### config.mk
export PLATFORM = sky130hd
export DESIGN_NAME = priority_queue_with_kill_by_id_unit
export DESIGN_NICKNAME = d
export VERILOG_FILES = /design/src/rtl/pqkill_pkg.sv /design/src/rtl/priority_queue_with_kill_by_id_unit.sv
export SDC_FILE = /design/constraint.sdc
export NUM_CORES = 1
export LEC_CHECK = 0
export ABC_AREA = 1
export CORE_MARGIN = 10
export CORE_UTILIZATION = 43
export DETAILED_ROUTE_END_ITERATION = 16
export DONT_BUFFER_PORTS = 1
export GPL_ROUTABILITY_DRIVEN = 0
export GPL_TIMING_DRIVEN = 1
export PLACE_DENSITY_LB_ADDON = 0.25
export SLEW_MARGIN = 20
export SYNTH_ARGS = -nofsm -noshare
export SYNTH_HDL_FRONTEND = slang
export SYNTH_SLANG_ARGS = --single-unit
### constraint.sdc
create_clock -name clk -period 3.7 [get_ports clk]
set_input_delay 0.185 -clock clk [delete_from_list [all_inputs] [get_ports clk]]
set_output_delay 0.185 -clock clk [all_outputs]
set_load 0.01 [all_outputs]
### src/rtl/pqkill_pkg.sv
package pqkill_pkg;

	// Queue size and the widths that follow from it.
	localparam int QUEUE_DEPTH = 16;
	localparam int ADDR_W      = $clog2(QUEUE_DEPTH);
	localparam int CNT_W       = $clog2(QUEUE_DEPTH + 1);

	// Operation codes.
	localparam logic [1:0] CMD_INSERT = 2'd0;
	localparam logic [1:0] CMD_POP    = 2'd1;
	localparam logic [1:0] CMD_KILL   = 2'd2;

	// Status codes.
	localparam logic [1:0] STAT_OK        = 2'd0;
	localparam logic [1:0] STAT_EMPTY     = 2'd1;
	localparam logic [1:0] STAT_NOT_FOUND = 2'd2;
	localparam logic [1:0] STAT_FULL      = 2'd3;

	// One stored queue entry.
	typedef struct packed {
		logic [15:0]        proc_id;
		logic signed [15:0] prio;
	} pqkill_entry_t;

	// Request beat.
	typedef struct packed {
		logic [1:0]         cmd;
		logic [15:0]        proc_id;
		logic signed [15:0] prio;
	} pqkill_req_t;

	// Response beat.
	typedef struct packed {
		logic [1:0]         status;
		logic [15:0]        out_id;
		logic signed [15:0] out_prio;
		logic [4:0]         occupancy;
	} pqkill_rsp_t;

	// Sequencer states.
	typedef enum logic [1:0] {
		ST_IDLE,
		ST_INS,
		ST_REM,
		ST_DONE
	} pqkill_state_t;

endpackage

### src/rtl/priority_queue_with_kill_by_id_unit.sv
// Sorted priority queue with removal by process id.
// The request channel (req_valid, req_stall, req) carries one operation per beat:
// insert an entry in priority order, pop the head, or kill the first entry whose
// id matches. Every request beat produces exactly one response beat on the
// response channel (rsp_valid, rsp_stall, rsp) with a status, the removed entry
// and the occupancy after the operation.
// The entries live in a single memory with one read and one write port and a
// registered read. Insert walks from the tail toward the head, moving each larger
// entry up by one; pop and kill walk from the head, closing the gap behind the
// removed entry. One entry is read per cycle. Pop and kill always scan every
// entry up to the occupancy; insert stops early at its slot; a full-queue insert
// or an unused code skips the scan and goes straight to the response.
// Only one item is in work at a time; req_stall is high
// from acceptance until its response is loaded into the output register.
// The output register lets a new request be accepted while the last response
// is still held by rsp_stall; the held beat does not change.
// Reset empties the queue at once; memory contents are not cleared and are never
// read above the occupancy.
module priority_queue_with_kill_by_id_unit
	import pqkill_pkg::*;
(
	input  logic        clk,
	input  logic        arst_n,
	input  logic        req_valid,
	output logic        req_stall,
	input  pqkill_req_t req,
	output logic        rsp_valid,
	input  logic        rsp_stall,
	output pqkill_rsp_t rsp
);

	pqkill_state_t state_q, state_d;

	logic [CNT_W-1:0]  count_q;
	logic [CNT_W-1:0]  rd_idx_q;
	logic [CNT_W-1:0]  rd_prev;
	logic [1:0]        cmd_q;
	logic [15:0]       id_q;
	logic signed [15:0] prio_q;
	logic [1:0]        st_q;
	pqkill_entry_t     hit_q;
	logic              found_q;
	logic              rsp_valid_q;
	pqkill_rsp_t       rsp_q;

	logic              vld_s1;
	logic [ADDR_W-1:0] idx_s1;
	pqkill_entry_t     rd_data_s1;

	logic              rd_en;
	logic [ADDR_W-1:0] rd_addr;
	logic              wr_en;
	logic [ADDR_W-1:0] wr_addr;
	pqkill_entry_t     wr_data;
	logic              scan_end;
	logic              hit_now;
	logic              accept;
	logic              is_full;
	logic              rsp_load;

	pqkill_entry_t     mem [QUEUE_DEPTH];

	assign accept    = req_valid && !req_stall;
	assign req_stall = (state_q != ST_IDLE);
	assign is_full   = (count_q == CNT_W'(QUEUE_DEPTH));
	assign rsp_load  = (state_q == ST_DONE) && (!rsp_valid_q || !rsp_stall);
	assign rd_prev   = rd_idx_q - CNT_W'(1);
	assign rsp_valid = rsp_valid_q;
	assign rsp       = rsp_q;

	// Next state.
	always_comb begin
		state_d = state_q;
		case (state_q)
			ST_IDLE: begin
				if (req_valid) begin
					if (req.cmd == CMD_INSERT) begin
						state_d = is_full ? ST_DONE : ST_INS;
					end else if (req.cmd == CMD_POP || req.cmd == CMD_KILL) begin
						state_d = ST_REM;
					end else begin
						state_d = ST_DONE;
					end
				end
			end
			ST_INS, ST_REM: begin
				if (scan_end) begin
					state_d = ST_DONE;
				end
			end
			ST_DONE: begin
				if (rsp_load) begin
					state_d = ST_IDLE;
				end
			end
			default: state_d = ST_IDLE;
		endcase
	end

	// Memory access and scan control for the current state.
	always_comb begin
		rd_en    = 1'b0;
		rd_addr  = '0;
		wr_en    = 1'b0;
		wr_addr  = '0;
		wr_data  = '{proc_id: id_q, prio: prio_q};
		scan_end = 1'b0;
		hit_now  = 1'b0;
		case (state_q)
			ST_INS: begin
				// Larger entries move up one slot; the new entry lands above the
				// first entry that is not larger, or at the head.
				if (vld_s1) begin
					wr_en   = 1'b1;
					wr_addr = idx_s1 + ADDR_W'(1);
					if (rd_data_s1.prio > prio_q) begin
						wr_data = rd_data_s1;
					end else begin
						scan_end = 1'b1;
					end
				end else if (rd_idx_q == '0) begin
					wr_en    = 1'b1;
					wr_addr  = '0;
					scan_end = 1'b1;
				end
				if (!scan_end && rd_idx_q != '0) begin
					rd_en   = 1'b1;
					rd_addr = rd_prev[ADDR_W-1:0];
				end
			end
			ST_REM: begin
				// The first matching entry is taken out; later entries move down.
				if (vld_s1) begin
					if (found_q) begin
						wr_en   = 1'b1;
						wr_addr = idx_s1 - ADDR_W'(1);
						wr_data = rd_data_s1;
					end else if (cmd_q == CMD_POP) begin
						hit_now = (idx_s1 == '0);
					end else begin
						hit_now = (rd_data_s1.proc_id == id_q);
					end
				end
				if (rd_idx_q < count_q) begin
					rd_en   = 1'b1;
					rd_addr = rd_idx_q[ADDR_W-1:0];
				end
				scan_end = (rd_idx_q == count_q) && !vld_s1;
			end
			default: begin
				rd_en = 1'b0;
			end
		endcase
	end

	// Entry memory: one write and one registered read per cycle.
	always_ff @(posedge clk) begin
		if (wr_en) begin
			mem[wr_addr] <= wr_data;
		end
		if (rd_en) begin
			rd_data_s1 <= mem[rd_addr];
		end
	end

	// Control state.
	always_ff @(posedge clk or negedge arst_n) begin
		if (!arst_n) begin
			state_q     <= ST_IDLE;
			count_q     <= '0;
			rd_idx_q    <= '0;
			found_q     <= 1'b0;
			vld_s1      <= 1'b0;
			rsp_valid_q <= 1'b0;
		end else begin
			state_q     <= state_d;
			rsp_valid_q <= rsp_load || (rsp_valid_q && rsp_stall);
			if (accept) begin
				found_q  <= 1'b0;
				vld_s1   <= 1'b0;
				rd_idx_q <= (req.cmd == CMD_INSERT) ? count_q : '0;
			end else if (state_q == ST_INS || state_q == ST_REM) begin
				vld_s1 <= rd_en && !scan_end;
				if (hit_now) begin
					found_q <= 1'b1;
				end
				if (rd_en) begin
					rd_idx_q <= (state_q == ST_INS) ? rd_prev : rd_idx_q + CNT_W'(1);
				end
				if (scan_end && state_q == ST_INS) begin
					count_q <= count_q + CNT_W'(1);
				end
				if (scan_end && state_q == ST_REM && found_q) begin
					count_q <= count_q - CNT_W'(1);
				end
			end
		end
	end

	// Operation operands, scan pipeline and result payload.
	always_ff @(posedge clk) begin
		if (accept) begin
			cmd_q  <= req.cmd;
			id_q   <= req.proc_id;
			prio_q <= req.prio;
			hit_q  <= '0;
			st_q   <= (req.cmd == CMD_INSERT && is_full) ? STAT_FULL : STAT_OK;
		end else begin
			if (state_q == ST_INS || state_q == ST_REM) begin
				idx_s1 <= rd_addr;
			end
			if (hit_now) begin
				hit_q <= rd_data_s1;
			end
			if (state_q == ST_REM && scan_end && !found_q) begin
				st_q <= (cmd_q == CMD_POP) ? STAT_EMPTY : STAT_NOT_FOUND;
			end
		end
		if (rsp_load) begin
			rsp_q <= '{status: st_q, out_id: hit_q.proc_id, out_prio: hit_q.prio,
				occupancy: 5'(count_q)};
		end
	end

`ifndef ASSERT_OFF
	// The occupancy never goes beyond the queue size.
	a_count_range: assert property (@(posedge clk) disable iff (!arst_n)
		count_q <= CNT_W'(QUEUE_DEPTH))
		else $error("queue occupancy above depth");

	// The memory is written only while a scan is in progress.
	a_write_in_scan: assert property (@(posedge clk) disable iff (!arst_n)
		wr_en |-> (state_q == ST_INS || state_q == ST_REM))
		else $error("memory write outside a scan");

	// A successful removal lowers the occupancy by exactly one.
	a_remove_count: assert property (@(posedge clk) disable iff (!arst_n)
		(state_q == ST_REM && scan_end && found_q) |=> count_q == $past(count_q) - CNT_W'(1))
		else $error("removal did not lower occupancy by one");

	// A response that reports a failure carries no entry.
	a_fail_zero: assert property (@(posedge clk) disable iff (!arst_n)
		(rsp_valid && (rsp.status == STAT_EMPTY || rsp.status == STAT_NOT_FOUND ||
		rsp.status == STAT_FULL)) |-> (rsp.out_id == '0 && rsp.out_prio == '0))
		else $error("failed operation returned an entry");
`endif

endmodule
==> results of run 1 <==
[what timing repair did]
action	4_1_cts	5_1_grt
setup buffers	0	2
endpoints found under the hold margin	52	0
resized for setup	0	1
hold buffers	37	0
endpoints found under the setup margin	0	1
[worst paths after layout]
| check | startpoint | endpoint | cells after the start |
|---|---|---|---|
| min in group asynchronous | arst_n | rd_idx_q[0] | 1 |
| max in group asynchronous | arst_n | count_q[0] | 1 |
| worst max register to register | rd_data_s1[9] | rd_data_s1[13] | 18 |
| worst min register to register | st_q[0] | rsp[37] | 0 |
| worst min-delay path | req_valid | hit_q[4] | 4 |
| worst max-delay path | rd_data_s1[9] | rd_data_s1[13] | 18 |
[tightest hold or removal path: cells and delay by family]
| family | cells | cell delay [ns] |
|---|---|---|
| buffers and inverters | 1 | 0.22 |
| and+or+nand+nor | 2 | 0.08 |
| AOI/OAI and AO/OA | 1 | 0.11 |
[kinds of logic after synthesis]
group / count (synthesis) / synth area share, %
compound gates: 222 / 4.240
xor+xnor: 15 / 0.4323
fa+ha+maj: 35 / 1.466
buf+inv: 630 / 8.469
flops: 670 / 64.90
simple gates: 1278 / 20.49
[power groups by stage]
stage	clock network (mW)	registers [mW]	logic, mW
finish	7.12	12.5	11.8
global placement	0	12.6	11.3
floorplan	0	12.4	7.25
global route	7.56	12.6	12.9
CTS	7.24	12.5	11.6
detailed placement	0	12.7	11.5
[synth_stat cells (5+ instances only)]
library cell | number | share of area (%)
buf_2 | 65 | 1.1
nor2_1 | 133 | 1.6
a21oi_1 | 53 | 0.87
nand3_1 | 623 | 10
a211oi_1 | 9 | 0.22
clkbuf_1 | 80 | 0.99
dfrtp_1 | 15 | 1.2
dfxtp_1 | 32 | 2.1
buf_4 | 30 | 0.74
a31oi_1 | 34 | 0.70
o21ai_0 | 81 | 1.3
nor3_1 | 5 | 0.082
xnor2_1 | 5 | 0.14
ha_1 | 34 | 1.4
o211ai_1 | 32 | 0.79
inv_1 | 446 | 5.5
nand2_1 | 342 | 4.2
edfxtp_1 | 623 | 62
nand3b_1 | 160 | 4.0
xor2_1 | 10 | 0.29
[state kept, by name (all words and copies together), names as in the netlist]
signal	flops
state_q	2
mem	512
count_q	5
rd_data_s1	32
vld_s1	1
cmd_q	2
found_q	1
st_q	2
rsp	39
id_q	16
rsp_valid	1
idx_s1	4
rd_idx_q	5
prio_q	16
hit_q	32
[cell type report]
class                      instances  area [um^2]
clock inverter                    35        360.3
sequential                       670        19720
inverter                         450         1689
antenna                            1        2.502
clock buffer                      94         1947
tap                              940         1176
multi-input combinational       1550         8319
fill                            6117        35380
timing repair buffer             131         1426
[per-stage QoR]
stage | total power [mW] | area [um^2] | worst slack (ns) | hold WS, ns | util (%)
floorplan | 19.62 | 30390 | 0.2154 | -0.1106 | -
global placement | 23.94 | 31890 | 0.3358 | -0.1096 | 45.54
detailed placement | 24.20 | 31890 | 0.3523 | -0.1097 | 45.54
CTS | 31.38 | 34570 | 0.3238 | 0.01143 | 49.37
global route | 33.07 | 34640 | 0.002471 | 0.07696 | 49.47
finish | 31.42 | 34640 | 0.2885 | 0.03888 | 49.47
[layer usage]
| layer | GRT usage [%] | vias up |
|---|---|---|
| met5 | 0 | - |
| met4 | 7.448 | 0 |
| met3 | 3.044 | 170 |
| met2 | 31.89 | 840 |
| li1 | - | 9853 |
| met1 | 26.79 | 10370 |
==> reports/results.txt, run 1 <==
min Tclk post-route - 3.412 ns
Highest Clock Rate - 0.2931 GHz
internal power - 18.97 mW
fraction of layout cells with a size suffix above 1 - 7.884%
Crit Path Class - reg2reg
Worst Hold Class - in2reg
worst-margin pin slew - 1.264 ns
number of global-route vias before repair - 20480
routed wl met3 - 6142 um
Seq pwr share - 39.9%
Slew Viols, Final - 0
Die H - 285.9 um
final non-filler cell total - 3871
area growth from synthesis to layout - 13.99%
most frequent cells in the layout - edfxtp_1 (623), nand3_1 (622), inv_1 (446)
Final Skew - 0.02582 ns
CP Launch Type - flip-flop
relative slew slack - 15.73%
# clock sinks - 670
core area - 70030 um^2
Post-Syn Area - 30390 um^2
Rows - 97
clk_lat worst skew - 0.62 ns
pin count of the biggest net entering global routing - 174
Post-Syn Nets - 2923
H-tree Lvls - 3
Cells after Synth - 2850
Top Metal Used - met4
nets - 2947
Synth Warn # - 0
CP delay by family, top - simple AND/OR/NAND/NOR gates
Post-Route M1 WL - 35500 um
CP Max Fanout - 83
total congestion overflow - 0
Starting Density - 43.40%
detailed-route wire length per cell - 21.25 um
r2r setup slk - 0.29 ns
Top FF cell, synth - edfxtp_1
Final Routed Wirelength - 82270 um
final period utilization - 92.20%
Slowest Stage Delay on Critical Path - 0.53 ns
first-pass GRT wire length - 125400 um
switch share - 39.64%
Iteration-0 DRC Markers - 2117
DRC errors left - 0
Max Root-Sink Buffers - 3
CP Cell Sequence - ha_1 > nand2_1 > nand2_1 > nand3_1 > nand2_1 > a21oi_1 > nand2_1 > nand2_1 > nand3_2 > nand2_2 > nand3_1 > nand2_1 > nand2_4 > buf_12 > nand3_1 > nand3_1 > nand3_1 > nand2_1
total number of vias - 21240
final setup TNS - 0 ns
Required @ worst endpoint - 4.01 ns
Seq cells post-synth - 670
unrepaired setup endpoints after global routing - no
GR Util All Layers - 19.80%
CTS root buf - clkbuf_16
Worst EP arrival - 3.72 ns
initial antenna violation count - 1
Die Area - 81710 um^2
TritonRoute pass-1 iters - 6
TritonCTS clock tree - built
Clk pin slew, worst setup/hold paths - 0.06 ns
CTS buffer count - 71
Slowest-stage cell, CP - edfxtp_1
Comb pwr share - 37.5%
syn avg cell area - 10.66 um^2
final setup fails - 0
Max Cap Violations - 0
commonest non-fill, non-tap cell in the layout - edfxtp_1
Leak Pwr - 13.62 nW
post-synthesis sequential area ratio - 64.90%
wire length on met2 - 38230 um
dpl cells - 3701
drt via density - 5.486
status - completed
Async SR Flop Fraction - 2.239%
dpl hpwl - 45690 um
Buffers on Ports - 0
DRT antenna net count - 0
chip width - 285.9 um
P_sw - 12.46 mW
I/O pin count - 79
CP endpoint kind - flip-flop
Clock Power Share - 22.6%
Unique masters post-synth - 44
Final Hold Violating Endpoints - 0
PwrDens - 907.0 nW/um^2
Post-synth EDFFs - 623
most used cell along the critical path - nand2_1
Crit path buffers/inverters - 1
maximum vdd drop - 0.001097 V
No activity file was read; power rests on OpenSTA's default activity.
==> run 2, diff against run 1 <==
Settings changed: CTS_CLUSTER_DIAMETER set to 200, PLACE_DENSITY set to 0.69, PLACE_DENSITY_LB_ADDON 0.25 to not set.
==> reports/results.txt, run 2 (synthesis gave the netlist of run 1 again) <==
status - completed
CP Launch Type - flip-flop
footprint of the multi-input gates - 8323 um^2 (about the same)
area growth from synthesis to layout - 13.60%
I/O pin count - 79 (unchanged)
chip width - 285.9 um (unchanged)
Clk pin slew, worst setup/hold paths - 0.06 ns (about the same)
final setup fails - 0 (unchanged)
final setup TNS - 0 ns (unchanged)
Buffers on Ports - 0 (unchanged)
clk_lat worst skew - 0.63 ns (about the same)
CP endpoint kind - flip-flop
Slowest-stage cell, CP - edfxtp_1
Max Cap Violations - 0 (unchanged)
fraction of layout cells with a size suffix above 1 - 8.108% (+0.22 points)
Final Hold Violating Endpoints - 0 (unchanged)
unrepaired setup endpoints after global routing - no
maximum vdd drop - 0.0008140 V (-26%)
dpl cells - 3711 (+0.27%)
nets - 2944 (-0.10%)
TritonCTS clock tree - built
reg2reg end - rd_data_s1[7]
Worst setup endpoint - rd_data_s1[7]
Final Skew - 0.01240 ns (-0.01342 ns)
CP Max Fanout - 28 (-66%)
Crit Path Class - reg2reg
most frequent cells in the layout - edfxtp_1 (623), nand3_1 (622), inv_1 (445)
Critical Path Start - rd_data_s1[13]
number of global-route vias before repair - 20030 (-2.2%)
Worst EP arrival - 3.83 ns (+0.11 ns)
total congestion overflow - 0 (unchanged)
pin count of the biggest net entering global routing - 129 (-26%)
r2r setup slk - 0.29 ns (about the same)
H-tree Lvls - 2 (-1)
worst-margin pin slew - 0.8513 ns (-0.4126 ns)
DRC errors left - 0 (unchanged)
min Tclk post-route - 3.412 ns (+0.0005160 ns)
Max Root-Sink Buffers - 3 (unchanged)
PwrDens - 895.4 nW/um^2 (-1.3%)
Highest Clock Rate - 0.2931 GHz (about the same)
initial antenna violation count - 2 (+1)
cells on worst reg2reg path - 15 (-3)
DRT antenna net count - 0 (unchanged)
commonest non-fill, non-tap cell in the layout - edfxtp_1
most used cell along the critical path - nand3_1
Slew Viols, Final - 0 (unchanged)
core area - 70030 um^2 (unchanged)
Slowest Stage Delay on Critical Path - 0.54 ns (about the same)
# clock sinks - 670 (unchanged)
Required @ worst endpoint - 4.12 ns (+0.11 ns)
total number of vias - 21120 (-0.53%)
Rows - 97 (unchanged)
CTS root buf - clkbuf_16
# Post-CTS Setup Buffers - 0 (unchanged)
final core occ - 49.30% (-0.17 points)
Worst Hold Class - in2async
Starting Density - 43.40% (unchanged)
Top reg by flops - mem
final period utilization - 92.22% (about the same)
GR Util All Layers - 18.77% (-1.0 points)
CTS buffer count - 61 (-14%)
TritonRoute pass-1 iters - 5 (-1)
Final Routed Wirelength - 79060 um (-3.9%)
reg2reg start - rd_data_s1[13]
dpl hpwl - 45190 um (-1.1%)
Iteration-0 DRC Markers - 2129 (+0.57%)
Storage cell area - 19720 um^2 (unchanged)
drt via density - 5.467 (-0.35%)
final non-filler cell total - 3864 (-0.18%)
Die H - 285.9 um (unchanged)
relative slew slack - 43.06% (+27 points)
first-pass GRT wire length - 120000 um (-4.3%)
CP Cell Sequence - ha_1 > a21oi_1 > o21ai_0 > a21oi_1 > nand2_1 > nand2_1 > nand3_2 > nand2_2 > nand3_1 > a21oi_4 > buf_12 > nand3_1 > nand3_1 > nand3_1 > nand2_1
Die Area - 81710 um^2 (unchanged)
Fillers - 6087 (-0.49%)
Leak Pwr - 13.53 nW (-0.61%)
max reg flops - 512 (unchanged)
detailed-route wire length per cell - 20.46 um (-3.7%)
run 2: changes by cell type in the layout (fill, tap and decap cells not counted), sizes merged:
cell      previous run  this run
buf                 94       101
bufinv               7        10
clkbuf              94        73
clkinv              25        28
clkinvlp             1         6
inv                452       448
run 2: per-layer routing:
metal  vias up  GRT usage [%]  routed length (um)
met4         2          7.435                3047
met5         -              0                  13
met1     10050          24.06               31240
met3       215          4.281                7748
met2      1015          30.57               37010
li1       9839              -                   -
run 2: how the worst min path moves through the flow:
stage                    from           to  slack (ns)  depth (start not counted)
finish                 arst_n  rd_idx_q[0]        0.07                          1
detailed placement     arst_n   state_q[0]       -0.11                          0
global placement       arst_n   state_q[0]       -0.11                          0
floorplan              arst_n   count_q[0]       -0.11                          0
CTS                 rsp_stall       rsp[4]        0.07                          2
global route        rsp_stall       rsp[4]        0.09                          2
run 2: layout make-up:
type	count	area share (%)
antenna	1	0.007248
clock buffer	73	4.642
clock inverter	42	1.384
inverter	450	4.893
multi-input combinational	1550	24.11
sequential	670	57.13
tap	940	3.407
timing repair buffer	138	4.429
run 2: stage by stage:
stage	total power [mW]	worst slack, ns	area, um^2	hold slack (ns)
global route	32.50	0.03472	34520	0.08749
detailed placement	24.24	0.3328	32050	-0.1099
CTS	30.84	0.3015	34500	0.06872
global placement	24.02	0.3756	32050	-0.1099
finish	30.91	0.2880	34520	0.06891
floorplan	19.62	0.2154	30390	-0.1106
run 2: report_power, final:
part / internal, mW / switching, mW / total [mW]
registers: 11.7 / 0.757 / 12.4
clock network: 3.78 / 2.78 / 6.56
logic: 3.23 / 8.67 / 11.9
total: 18.7 / 12.2 / 30.9
run 2: repair_timing:
| item | CTS | global route |
|---|---|---|
| resized for setup | 0 | 0 |
| hold buffers | 37 | 0 |
| endpoints found under the hold margin | 57 | 0 |
run 2: critical path, delay by kind of cell (launching register included):
| family | cells | cell delay, ns |
|---|---|---|
| AOI/OAI and AO/OA | 4 | 0.95 |
| adders and majority gates | 1 | 0.36 |
| buffers and inverters | 1 | 0.26 |
| DFF | 1 | 0.54 |
| and+or+nand+nor | 9 | 1.06 |
==> run 3, diff against run 2 <==
Settings changed: ABC_AREA 1 to not set.
==> reports/results.txt, run 3 <==
status - completed
CTS root buf - clkbuf_16
mux cell area share after synthesis - 3.787% (+3.8 points)
Clk pin slew, worst setup/hold paths - 0.07 ns (about the same)
most frequent cells in the layout - edfxtp_1 (623), nor2_1 (151), o211ai_1 (131)
Yosys top cell by area - edfxtp_1
reg2reg end - rd_data_s1[18]
r2r setup slk - 0.002 ns (-0.29 ns)
CP Max Fanout - 50 (+79%)
dpl cells - 2871 (-23%)
core area - 64230 um^2 (-8.3%)
relative slew slack - 29.99% (-13 points)
initial antenna violation count - 1 (-1)
Synth Area in Compound Gates - 10.94% (+6.7 points)
cells on worst reg2reg path - 11 (-4)
reg2reg start - rd_data_s1[5]
Post-Synth Simple-Gate Area - 8.824% (-12 points)
PwrDens - 911.6 nW/um^2 (+1.8%)
Rows - 93 (-4.1%)
final setup fails - 0 (unchanged)
maximum vdd drop - 0.0007797 V (-4.2%)
area growth from synthesis to layout - 17.31%
Required @ worst endpoint - 4.06 ns (-0.06 ns)
drt via density - 6.034 (+10%)
pin count of the biggest net entering global routing - 90 (-30%)
DRT antenna net count - 0 (unchanged)
Worst EP arrival - 4.05 ns (+0.22 ns)
fraction of layout cells with a size suffix above 1 - 15.91% (+7.8 points)
Seq cells post-synth - 670 (unchanged)
final period utilization - 99.95% (+7.7 points)
synth cell count leaders - edfxtp_1 (623), nor2_1 (168), o211ai_1 (131)
max reg flops - 512 (unchanged)
CP Cell Sequence - ha_1 > nand4_1 > a2111o_1 > a31o_4 > o31ai_4 > buf_6 > nand2_4 > buf_12 > a211o_1 > a21oi_1 > o211ai_1
first-pass GRT wire length - 110600 um (-7.9%)
largest family of logic cells by synthesized area - compound AO/OA/AOI/OAI gates
final non-filler cell total - 3043 (-21%)
chip width - 274.4 um (-4.0%)
Iteration-0 DRC Markers - 2032 (-4.6%)
Cells after Synth - 2031 (-29%)
Crit Path Class - reg2reg
Synth Warn # - 0 (unchanged)
worst-margin pin slew - 1.050 ns (+0.1989 ns)
Top reg by flops - mem
Final Routed Wirelength - 76410 um (-3.4%)
total number of vias - 18360 (-13%)
clk_lat worst skew - 0.65 ns (+0.02 ns)
Worst Hold Class - in2async
Slowest-stage cell, CP - edfxtp_1
CP endpoint kind - flip-flop
Die Area - 75280 um^2 (-7.9%)
H-tree Lvls - 2 (unchanged)
I/O pin count - 79 (unchanged)
share of the synthesized area in the top cell type - 67.24% (+5.7 points)
Leak Pwr - 11.30 nW (-17%)
GR Util All Layers - 19.20% (+0.43 points)
fraction of synthesized cell area in xor and xnor cells - 0.8185% (+0.39 points)
total congestion overflow - 0 (unchanged)
Async SR Flop Fraction - 2.239% (unchanged)
CP Launch Type - flip-flop
final setup TNS - 0 ns (unchanged)
Die H - 274.4 um (-4.0%)
Final Hold Violating Endpoints - 0 (unchanged)
Post-Syn Nets - 2104 (-28%)
Post-Syn Area - 27820 um^2 (-8.5%)
unrepaired setup endpoints after global routing - yes
Slew Viols, Final - 0 (unchanged)
TritonRoute pass-1 iters - 5 (unchanged)
Final Skew - 0.03095 ns (+0.01855 ns)
dpl hpwl - 43550 um (-3.6%)
Post-synth EDFFs - 623 (unchanged)
Unique masters post-synth - 64 (+45%)
Synth area leaders - edfxtp_1 (67%), o211ai_1 (3.5%), mux2_2 (2.5%), o21ai_0 (2.3%), dfxtp_1 (2.3%)
min Tclk post-route - 3.698 ns (+0.2862 ns)
Starting Density - 43.31% (-0.084 points)
TritonCTS clock tree - built
final core occ - 50.81% (+1.5 points)
post-synthesis sequential area ratio - 70.89% (+6.0 points)
Slowest Stage Delay on Critical Path - 0.46 ns (-0.08 ns)
Top FF cell, synth - edfxtp_1
syn avg cell area - 13.70 um^2 (+28%)
top-count cell post-synth - edfxtp_1
# clock sinks - 670 (unchanged)
nets - 2209 (-25%)
DRC errors left - 0 (unchanged)
CTS buffer count - 61 (unchanged)
commonest non-fill, non-tap cell in the layout - edfxtp_1
Max Root-Sink Buffers - 3 (unchanged)
Synth Area in Adders - 1.601% (+0.14 points)
detailed-route wire length per cell - 25.11 um (+23%)
Buffers on Ports - 0 (unchanged)
Highest Clock Rate - 0.2704 GHz (-7.7%)
Max Cap Violations - 0 (unchanged)
number of global-route vias before repair - 17820 (-11%)
run 3: worst max-delay path, delay by kind of cell, from the launching register on:
family                     cells  cell delay [ns]
AOI/OAI and AO/OA              6             1.81
DFF                            1             0.46
buffers and inverters          2             0.46
and+or+nand+nor                2             0.28
adders and majority gates      1             0.37
run 3: metrics by stage:
stage	worst slack, ns	hold slack, ns	instance area (um^2)	power [mW]
after floorplan	0.06949	-0.1106	27820	18.01
after global placement	0.08783	-0.1100	29900	22.37
after detailed placement	0.03332	-0.1099	29900	22.71
after CTS	0.01566	0.03659	32220	28.90
after global routing	-0.06124	0.05857	32640	30.92
final	0.001737	0.05018	32640	29.75
run 3: routing by layer:
layer	global-route usage, %	up-vias	part of all wire (%)
met5	0	-	0.013
met1	24.67	9101	38
met2	32.16	1089	48
met3	3.441	191	10
li1	-	7979	-
met4	7.027	2	3.4
run 3: worst max path at each step:
stage	from	endpoint	slack (ns)	depth (start not counted)
finish	rd_data_s1[5]	rd_data_s1[18]	0.002	11
detailed placement	rd_data_s1[14]	rd_data_s1[5]	0.03	11
global route	prio_q[6]	rd_data_s1[9]	-0.06	15
CTS	rd_data_s1[14]	rd_data_s1[5]	0.02	11
floorplan	rd_data_s1[15]	mem[0][21]	0.07	10
global placement	rd_data_s1[14]	rd_data_s1[5]	0.09	11
run 3: timing repair:
item | in CTS | in global routing
hold buffers | 37 | 0
hold endpoints to repair | 70 | 0
gates resized for setup | 0 | 30
setup buffers | 0 | 14
setup endpoints to repair | 0 | 56
run 3: cells by family after synthesis:
logic type,after synthesis
AND/OR/NAND/NOR,521
AO/OA/AOI/OAI,462
multiplexers,97
buffers and inverters,220
XOR/XNOR,26
adder cells (fa/ha/maj),35
flip-flops,670
run 3: final cells by class:
type,count,area (um^2)
inverters,81,319.1
flip-flops and latches,670,19720
well taps,855,1070
multi-input cells,1141,7572
diodes,1,2.502
clock buffers,75,1620
fillers,5194,31590
clock inverters,39,336.6
repair buffers,181,1994
run 3: where the power goes:
group / leakage [nW] / internal [mW] / total, mW / switching, mW
Clock: 0.957 / 3.40 / 6.19 / 2.79
Sequential: 6.11 / 10.5 / 11.2 / 0.699
Combinational: 4.23 / 4.09 / 12.4 / 8.29
